`config.mk`:
```
export PLATFORM = sky130hd
export DESIGN_NAME = ipv4_dual_allowlist_table
export DESIGN_NICKNAME = d
export VERILOG_FILES = /design/src/hdl/ipdal_pkg.sv /design/src/hdl/ipdal_cell.sv /design/src/hdl/ipdal_row.sv /design/src/hdl/ipv4_dual_allowlist_table.sv
export SDC_FILE = /design/constraint.sdc
export NUM_CORES = 2
export LEC_CHECK = 0
export ABC_AREA = 1
export BUFFER_PORTS_ARGS = -buffer_cell sky130_fd_sc_hd__clkbuf_2
export CORE_MARGIN = 5
export CORE_UTILIZATION = 55
export CTS_CLUSTER_SIZE = 12
export DETAILED_ROUTE_END_ITERATION = 8
export PLACE_DENSITY = 0.71
export SLEW_MARGIN = 20
export SYNTH_ARGS = -nofsm -noshare
export SYNTH_HDL_FRONTEND = slang
export SYNTH_HIERARCHICAL = 1
export SYNTH_SLANG_ARGS = --single-unit
```
`constraint.sdc`:
```
create_clock -name clk -period 16.5 [get_ports clk]
set_clock_uncertainty 0.05 [all_clocks]
set_input_delay 1.65 -clock clk [delete_from_list [all_inputs] [get_ports clk]]
set_output_delay 1.65 -clock clk [all_outputs]
set_load 0.01 [all_outputs]
```
`src/hdl/ipdal_pkg.sv`:
```
// ----------------------------------------------------------------------------
// ipdal_pkg
// Types, codes and helpers shared by the dual IPv4 allowlist table.
// ----------------------------------------------------------------------------
package ipdal_pkg;

  localparam int ADDR_W   = 32;
  localparam int IDX_W    = 4;
  localparam int COUNT_W  = 5;
  localparam int CFG_IDX_W = 2;

  typedef enum logic [1:0] {
    OP_LOOKUP = 2'd0,
    OP_ADD    = 2'd1,
    OP_REMOVE = 2'd2,
    OP_READ   = 2'd3
  } opcode_t;

  typedef enum logic [CFG_IDX_W-1:0] {
    CFG_EDITS_ENABLED      = 2'd0,
    CFG_ADMIN_PRIVATE_ONLY = 2'd1
  } cfg_reg_t;

  localparam logic LIST_ADMIN    = 1'b0;
  localparam logic LIST_CONSUMER = 1'b1;

  typedef struct packed {
    logic [1:0]        opcode;
    logic              list_select;
    logic [ADDR_W-1:0] address;
    logic [IDX_W-1:0]  entry_index;
  } in_beat_t;

  typedef struct packed {
    logic               success;
    logic [COUNT_W-1:0] entry_count;
    logic [ADDR_W-1:0]  entry_value;
  } out_beat_t;

  // Per-row command broadcast to every cell
  typedef struct packed {
    logic              cmp_en;
    logic              add_en;
    logic              rm_en;
    logic              rd_en;
    logic [ADDR_W-1:0] address;
  } cell_ctl_t;

  // Low byte is the first octet
  function automatic logic addr_is_private(input logic [ADDR_W-1:0] ip);
    logic [7:0] a;
    logic [7:0] b;
    a = ip[7:0];
    b = ip[15:8];
    return (a == 8'd10) || (a == 8'd127) ||
           ((a == 8'd169) && (b == 8'd254)) ||
           ((a == 8'd172) && (b >= 8'd16) && (b <= 8'd31)) ||
           ((a == 8'd192) && (b == 8'd168));
  endfunction

endpackage

```
`src/hdl/ipdal_cell.sv`:
```
// ----------------------------------------------------------------------------
// ipdal_cell
// One list slot: holds an address, flags a match, shifts down on remove.
// ----------------------------------------------------------------------------
module ipdal_cell (
  input  logic                         clk,
  input  ipdal_pkg::cell_ctl_t         ctl,
  input  logic                         occupied,
  input  logic                         write_slot,
  input  logic                         rd_hit,
  input  logic                         hit_in,
  input  logic [ipdal_pkg::ADDR_W-1:0] nb_entry,
  input  logic [ipdal_pkg::ADDR_W-1:0] rd_in,
  output logic                         hit_out,
  output logic [ipdal_pkg::ADDR_W-1:0] entry_out,
  output logic [ipdal_pkg::ADDR_W-1:0] rd_out
);

  logic [ipdal_pkg::ADDR_W-1:0] entry_r;
  logic [ipdal_pkg::ADDR_W-1:0] entry_nxt;
  logic                         match_r;

  always_comb begin
    entry_nxt = entry_r;
    if (ctl.add_en && write_slot) begin
      entry_nxt = ctl.address;
    end else if (ctl.rm_en && (hit_in || match_r)) begin
      entry_nxt = nb_entry;
    end
  end

  always_ff @(posedge clk) begin
    entry_r <= entry_nxt;
    if (ctl.cmp_en) begin
      match_r <= occupied && (entry_r == ctl.address);
    end
  end

  assign hit_out   = hit_in || match_r;
  assign entry_out = entry_r;
  assign rd_out    = (ctl.rd_en && rd_hit && occupied) ? (rd_in | entry_r) : rd_in;

endmodule

```
`src/hdl/ipdal_row.sv`:
```
// ----------------------------------------------------------------------------
// ipdal_row
// A chain of cells forming one packed list.
// ----------------------------------------------------------------------------
module ipdal_row #(
  parameter int MAX_ENTRIES = 16,
  parameter int CW          = 5
) (
  input  logic                         clk,
  input  ipdal_pkg::cell_ctl_t         ctl,
  input  logic [CW-1:0]                used,
  input  logic [ipdal_pkg::IDX_W-1:0]  entry_index,
  output logic                         found,
  output logic [ipdal_pkg::ADDR_W-1:0] rd_data
);

  localparam int XW = (CW > ipdal_pkg::IDX_W) ? CW : ipdal_pkg::IDX_W;

  logic                         hit_c [0:MAX_ENTRIES];
  logic [ipdal_pkg::ADDR_W-1:0] rd_c  [0:MAX_ENTRIES];
  logic [ipdal_pkg::ADDR_W-1:0] ent_c [0:MAX_ENTRIES];

  assign hit_c[0]           = 1'b0;
  assign rd_c[0]            = '0;
  assign ent_c[MAX_ENTRIES] = '0;

  for (genvar i = 0; i < MAX_ENTRIES; i++) begin : g_cell
    ipdal_cell u_cell (
      .clk        (clk),
      .ctl        (ctl),
      .occupied   (CW'(i) < used),
      .write_slot (CW'(i) == used),
      .rd_hit     (XW'(i) == XW'(entry_index)),
      .hit_in     (hit_c[i]),
      .nb_entry   (ent_c[i+1]),
      .rd_in      (rd_c[i]),
      .hit_out    (hit_c[i+1]),
      .entry_out  (ent_c[i]),
      .rd_out     (rd_c[i+1])
    );
  end

  assign found   = hit_c[MAX_ENTRIES];
  assign rd_data = rd_c[MAX_ENTRIES];

endmodule

```
`src/hdl/ipv4_dual_allowlist_table.sv`:
```
// ----------------------------------------------------------------------------
// ipv4_dual_allowlist_table
// Admin and consumer IPv4 allowlists with lookup, add, remove and read.
// ----------------------------------------------------------------------------
// Usage:
//   in_*  : one beat per operation (opcode, list_select, address, entry_index).
//   out_* : one beat per operation (success, entry_count, entry_value).
//   cfg_* : register writes (edits_enabled, admin_private_only), always ready;
//           write only while no operation is in flight.
// Each list is a chain of MAX_ENTRIES cells. An operation runs in order:
// the accept cycle loads the request, the compare step registers each cell's
// match, and the update step resolves the match chain, shifts cells down on
// remove, writes the slot at the count on add, and loads the output register.
// in_ready is high only in the idle state ahead of the compare and update
// steps, so the next operation is taken only after the update step ends.
// A new input beat is taken while a result waits in the output register;
// if the receiver still stalls when the next result is ready, the block
// holds it in the update step until the output register frees.
// Reset clears both counts and sets both config bits to 1; entries need no
// clearing since only slots below the count are ever read.
// ----------------------------------------------------------------------------
module ipv4_dual_allowlist_table #(
  parameter int MAX_ENTRIES = 16
) (
  input  logic                            clk,
  input  logic                            rst_n,
  input  logic                            in_valid,
  output logic                            in_ready,
  input  ipdal_pkg::in_beat_t             in_data,
  output logic                            out_valid,
  input  logic                            out_ready,
  output ipdal_pkg::out_beat_t            out_data,
  input  logic                            cfg_valid,
  output logic                            cfg_ready,
  input  logic [ipdal_pkg::CFG_IDX_W-1:0] cfg_index,
  input  logic                            cfg_data
);

  localparam int CW = $clog2(MAX_ENTRIES + 1);
  localparam int XW = (CW > ipdal_pkg::IDX_W) ? CW : ipdal_pkg::IDX_W;

  typedef enum logic [2:0] {
    S_IDLE = 3'b001,
    S_CMP  = 3'b010,
    S_EXE  = 3'b100
  } state_t;

  state_t               state_r, state_nxt;
  ipdal_pkg::in_beat_t  req_r;
  ipdal_pkg::out_beat_t out_r;
  logic                 out_valid_r;
  logic                 edits_r, priv_r;
  logic [CW-1:0]        admin_used_r, admin_used_nxt;
  logic [CW-1:0]        cons_used_r, cons_used_nxt;

  ipdal_pkg::cell_ctl_t         admin_ctl, cons_ctl;
  logic                         admin_found, cons_found, found;
  logic [ipdal_pkg::ADDR_W-1:0] admin_rd, cons_rd, rd_sel;
  logic [CW-1:0]                used_sel, used_after;
  logic                         exe_go, add_ok, rm_ok, rd_ok, success;

  assign in_ready  = (state_r == S_IDLE);
  assign cfg_ready = 1'b1;
  assign out_valid = out_valid_r;
  assign out_data  = out_r;

  assign exe_go   = (state_r == S_EXE) && (!out_valid_r || out_ready);
  assign used_sel = req_r.list_select ? cons_used_r : admin_used_r;
  assign found    = req_r.list_select ? cons_found : admin_found;
  assign rd_sel   = req_r.list_select ? cons_rd : admin_rd;

  always_comb begin
    add_ok = 1'b0;
    rm_ok  = 1'b0;
    rd_ok  = 1'b0;
    unique case (req_r.opcode)
      ipdal_pkg::OP_ADD: begin
        add_ok = edits_r && (used_sel < CW'(MAX_ENTRIES)) && !found &&
                 !((req_r.list_select == ipdal_pkg::LIST_ADMIN) && priv_r &&
                   !ipdal_pkg::addr_is_private(req_r.address));
      end
      ipdal_pkg::OP_REMOVE: rm_ok = edits_r && found;
      ipdal_pkg::OP_READ:   rd_ok = XW'(req_r.entry_index) < XW'(used_sel);
      default: ;
    endcase
  end

  always_comb begin
    success = found;
    unique case (req_r.opcode)
      ipdal_pkg::OP_ADD:    success = add_ok;
      ipdal_pkg::OP_REMOVE: success = rm_ok;
      ipdal_pkg::OP_READ:   success = rd_ok;
      default: ;
    endcase
  end

  always_comb begin
    used_after = used_sel;
    if (add_ok) begin
      used_after = used_sel + 1'b1;
    end else if (rm_ok) begin
      used_after = used_sel - 1'b1;
    end
  end

  always_comb begin
    admin_ctl.cmp_en  = (state_r == S_CMP);
    admin_ctl.add_en  = exe_go && add_ok && (req_r.list_select == ipdal_pkg::LIST_ADMIN);
    admin_ctl.rm_en   = exe_go && rm_ok && (req_r.list_select == ipdal_pkg::LIST_ADMIN);
    admin_ctl.rd_en   = (req_r.opcode == ipdal_pkg::OP_READ);
    admin_ctl.address = req_r.address;
    cons_ctl          = admin_ctl;
    cons_ctl.add_en   = exe_go && add_ok && (req_r.list_select == ipdal_pkg::LIST_CONSUMER);
    cons_ctl.rm_en    = exe_go && rm_ok && (req_r.list_select == ipdal_pkg::LIST_CONSUMER);
  end

  always_comb begin
    admin_used_nxt = admin_used_r;
    cons_used_nxt  = cons_used_r;
    if (exe_go) begin
      if (req_r.list_select == ipdal_pkg::LIST_CONSUMER) begin
        cons_used_nxt = used_after;
      end else begin
        admin_used_nxt = used_after;
      end
    end
  end

  always_comb begin
    state_nxt = state_r;
    unique case (state_r)
      S_IDLE: if (in_valid) state_nxt = S_CMP;
      S_CMP:  state_nxt = S_EXE;
      S_EXE:  if (exe_go) state_nxt = S_IDLE;
      default: state_nxt = S_IDLE;
    endcase
  end

  ipdal_row #(.MAX_ENTRIES(MAX_ENTRIES), .CW(CW)) u_admin (
    .clk         (clk),
    .ctl         (admin_ctl),
    .used        (admin_used_r),
    .entry_index (req_r.entry_index),
    .found       (admin_found),
    .rd_data     (admin_rd)
  );

  ipdal_row #(.MAX_ENTRIES(MAX_ENTRIES), .CW(CW)) u_consumer (
    .clk         (clk),
    .ctl         (cons_ctl),
    .used        (cons_used_r),
    .entry_index (req_r.entry_index),
    .found       (cons_found),
    .rd_data     (cons_rd)
  );

  always_ff @(posedge clk) begin
    if (!rst_n) begin
      state_r      <= S_IDLE;
      out_valid_r  <= 1'b0;
      admin_used_r <= '0;
      cons_used_r  <= '0;
      edits_r      <= 1'b1;
      priv_r       <= 1'b1;
    end else begin
      state_r      <= state_nxt;
      admin_used_r <= admin_used_nxt;
      cons_used_r  <= cons_used_nxt;
      if (exe_go) begin
        out_valid_r <= 1'b1;
      end else if (out_ready) begin
        out_valid_r <= 1'b0;
      end
      if (cfg_valid && cfg_ready) begin
        unique case (cfg_index)
          ipdal_pkg::CFG_EDITS_ENABLED:      edits_r <= cfg_data;
          ipdal_pkg::CFG_ADMIN_PRIVATE_ONLY: priv_r  <= cfg_data;
          default: ;
        endcase
      end
    end
  end

  always_ff @(posedge clk) begin
    if (in_valid && in_ready) begin
      req_r <= in_data;
    end
    if (exe_go) begin
      out_r.success     <= success;
      out_r.entry_count <= ipdal_pkg::COUNT_W'(used_after);
      out_r.entry_value <= rd_ok ? rd_sel : '0;
    end
  end

  a_state_onehot: assert property (@(posedge clk) disable iff (!rst_n)
    $onehot(state_r))
    else $error("state register not one-hot");

  a_count_bound: assert property (@(posedge clk) disable iff (!rst_n)
    (admin_used_r <= CW'(MAX_ENTRIES)) && (cons_used_r <= CW'(MAX_ENTRIES)))
    else $error("list count above capacity");

  a_add_counts: assert property (@(posedge clk) disable iff (!rst_n)
    exe_go && add_ok && (req_r.list_select == ipdal_pkg::LIST_ADMIN)
    |=> admin_used_r == $past(admin_used_r) + 1'b1)
    else $error("admin add did not bump count");

  a_accept_cmp: assert property (@(posedge clk) disable iff (!rst_n)
    in_valid && in_ready |=> state_r == S_CMP)
    else $error("accepted beat did not start compare");

endmodule
```
==> key figures <==
Logic synthesis
  – Most frequent cell after synthesis: nand2_1
  – Post-synth top area share: between 40% and 50%
  – Post-synth cell types: 40
  – Largest area contributor in the netlist: edfxtp_1
  – Register bit total from synthesis: approximately 1100
  – Most frequent cells after synthesis: nand2_1 (2728), inv_1 (1671), edfxtp_1 (1133)
  – Top post-synthesis cells by area: edfxtp_1 (43%), nand2_1 (13%), o21bai_1 (9.8%), inv_1 (8.0%), mux2_4 (8.0%)
  – Cells after Synth: ~9400
  – Post-synth EDFFs: ~1100
  – Syn Area/Cell: between 8 and 9 µm²
  – Cell Area, Synth: 0.0782 mm²
  – Most used flip-flop cell after synthesis: edfxtp_1
  – Synth warnings: 6
  – Sequential share of the synthesized area: a little over two fifths
  – Async SR Flop Fraction: 0%

Floorplan
  – I/O pins: 88
  – Die Ht: 387 µm
  – # rows: 138
  – Initial Utilization: a little under three fifths
  – Core Region: 0.141 mm²
  – Die W: a little under 400 µm
  – Die Area: 0.150 mm²

STA
  – Final Hold Vio Count: 0
  – Fmax: between 100 and 150 MHz
  – Final Setup Violations: 0
  – Slew HR: 25.2%
  – Tmin final: about 8.2 ns
  – Period utilization: about half
  – Slew Limit Fails: 0
  – Slew @ Worst Pin: 1.12 ns
  – Setup Total Neg Slack: 0 ns
  – RSZ-0062 raised after global routing: no

Routing
  – Vias post-DR: roughly 64000
  – Number of iterations in the first detailed-routing pass: 7
  – Vias per cell: 5.50
  – Post-route ant nets: 0
  – WL/cell: approximately 20 µm
  – DRC Markers: 0
  – Final wirelength: roughly 230000 µm
  – DR iter-0 viols: around 7300

CTS
  – Hold buffers post-CTS: 0
  – Post-CTS Resized: 0
  – Post-CTS Setup Inserts: 0
  – Cts bufs inserted: 135
  – Clock transition at the registers of the reported paths: roughly 0.06 ns
  – H-Tree Depth: 4
  – Sink Count: ~1100
  – Clk buf depth: 3
  – Root Driver: clkbuf_16
  – Clock Latency Late Sink: between 0.7 and 0.8 ns
  – CTS tree: done

Critical path
  – Worst R2R End: u_consumer/g_cell[14].u_cell/entry_out[5]
  – Worst Path Arrival: roughly 8.6 ns
  – Crit Path Max Fanout: 51
  – CP max stage delay: approximately 0.67 ns
  – WP data required: roughly 17 ns
  – Critical Path Start Type: flip-flop
  – RR Startpoint: u_consumer/g_cell[0].u_cell/match_r
  – R2r worst-path depth: 27
  – CP endpoint kind: flip-flop
  – CP dominant cell by count: or2_2
  – CP max stage cell: nand2_2
  – Critical path class: flip-flop to flip-flop
  – Reg2Reg Setup Slack: approximately 8.3 ns

Layout
  – Synthesis-to-finish area growth: 8.61%
  – Final Util: about three fifths
  – Layout Nets: between 9000 and 10000
  – Fillcell total: 12300
  – Layout cell share with drive strength beyond 1: between 10 and 15%

Run
  – Max-cap violations: 0

Power and ir drop
  – VDD IR max: 0.0836 mV
  – Leak pwr: 40.1 nW
  – Pwr Density: approximately 79 mW/mm²

GRT
  – Vias in the first global route: around 60000
  – Congestion Overflow GR: 0
  – First-pass GRT wire length: about 340000 µm
  – Largest net degree at the start of global routing: 61
  – Total GRT Usage: around 29%
  – Initial antenna violation count: 4

Worst hold path
  – Hold path depth: 4
  – Hold Path End: out_valid
  – Hold/Removal Path Class: flip-flop to flip-flop
  – HP Start: out_valid

Outcome
  – Status: completed

Placement
  – HPWL Detailed: around 170000 µm
  – Number of buffers added on ports: 86
  – Gpl congestion: 0.934
## flip-flops by register name, summed over array words and instances (netlist names)
register                            cells
u_admin/g_cell.u_cell/entry_out       512
u_consumer/g_cell.u_cell/entry_out    512
out_data                               38
admin_ctl                              32
u_admin/g_cell.u_cell/match_r          16
u_consumer/g_cell.u_cell/match_r       16
req_r                                   7
admin_used_r                            5
cons_used_r                             5
state_r                                 3
edits_r                                 1
out_valid                               1
priv_r                                  1
## layout make-up
cell class / instances / area (µm²) / share of cell area, %
Antenna cell: 1 / 2.50 / 0.00295
Clock buffer: 167 / 3600 / 4.24
Clock inverter: 68 / 509 / 0.599
Inverter: 1682 / 6320 / 7.44
Multi-Input combinational cell: 6424 / 36400 / 42.8
Sequential cell: 1149 / 34300 / 40.4
Tap cell: 1890 / 2360 / 2.78
Timing Repair Buffer: 219 / 1430 / 1.68
## through the flow
stage | total power, mW | worst slack [ns] | cells | hold WS [ns] | cell area [µm²]
2_1_floorplan | 3.69 | 8.57 | 9523 | 0.393 | 78700
3_3_place_gp | 3.92 | 8.39 | 11400 | 0.495 | 80800
3_5_place_dp | 3.92 | 8.39 | 11400 | 0.498 | 80800
4_1_cts | 6.76 | 8.37 | 11600 | 0.511 | 84900
5_1_grt | 6.95 | 7.96 | 11600 | 0.531 | 85000
6_report | 6.73 | 8.30 | 11600 | 0.509 | 85000
## worst max-delay path: cells and delay by family (launching register included)
family	cells	cell delay (ns)
buf+inv	4	0.90
simple gates	22	6.39
compound gates	1	0.14
flops	1	0.35
## where the power goes
part	switching, mW	total [mW]	internal (mW)
registers	0.0130	3.19	3.18
clock network	1.21	2.84	1.62
logic	0.479	0.700	0.221
total	1.71	6.73	5.02
## placed cells by master (no fill, tap or decap), types with 33 or more instances in the layout
cell type  count
nand2_1     2728
inv_1       1670
edfxtp_1    1133
o21bai_1    1024
o21ai_0      782
nor2_1       577
mux2_4       416
xnor2_1      160
clkbuf_16    140
buf_4        133
conb_1       131
nand3_1      126
xor2_1       101
clkbuf_2      86
nor3_1        70
nor2_2        39
clkinv_1      36
o21ai_1       33
nand2_2       33
## worst max path at each step
stage,startpoint,to,slack [ns],cells past startpoint
final,u_consumer/g_cell[0].u_cell/match_r,u_consumer/g_cell[14].u_cell/entry_out[5],8.30,27
after CTS,u_consumer/g_cell[0].u_cell/match_r,u_consumer/g_cell[14].u_cell/entry_out[5],8.37,27
after floorplan,u_admin/g_cell[0].u_cell/match_r,u_admin/g_cell[0].u_cell/entry_out[0],8.57,24
after global routing,u_admin/g_cell[0].u_cell/match_r,u_consumer/g_cell[11].u_cell/entry_out[21],7.96,25
after detailed placement,u_consumer/g_cell[0].u_cell/match_r,u_consumer/g_cell[14].u_cell/entry_out[5],8.39,27
after global placement,u_consumer/g_cell[0].u_cell/match_r,u_consumer/g_cell[14].u_cell/entry_out[17],8.39,27
## metal layers
| metal | up-vias | GRT usage [%] | wire, µm |
|---|---|---|---|
| met5 | - | 0 | 13 |
| met4 | 2 | 11.4 | 9300 |
| met3 | 506 | 4.18 | 20100 |
| met2 | 2988 | 44.6 | 98400 |
| met1 | 29800 | 41.8 | 99100 |
| li1 | 30500 | - | - |
## cells by family after synthesis
family | share of synthesized area [%]
simple gates | 18.1
buf+inv | 10.3
compound gates | 15.8
flops | 43.9
mux | 8.86
xor+xnor | 2.92
fa+ha+maj | 0.0800
other cells | 0.0144
Note: power is estimated with default switching activity, not from simulation.
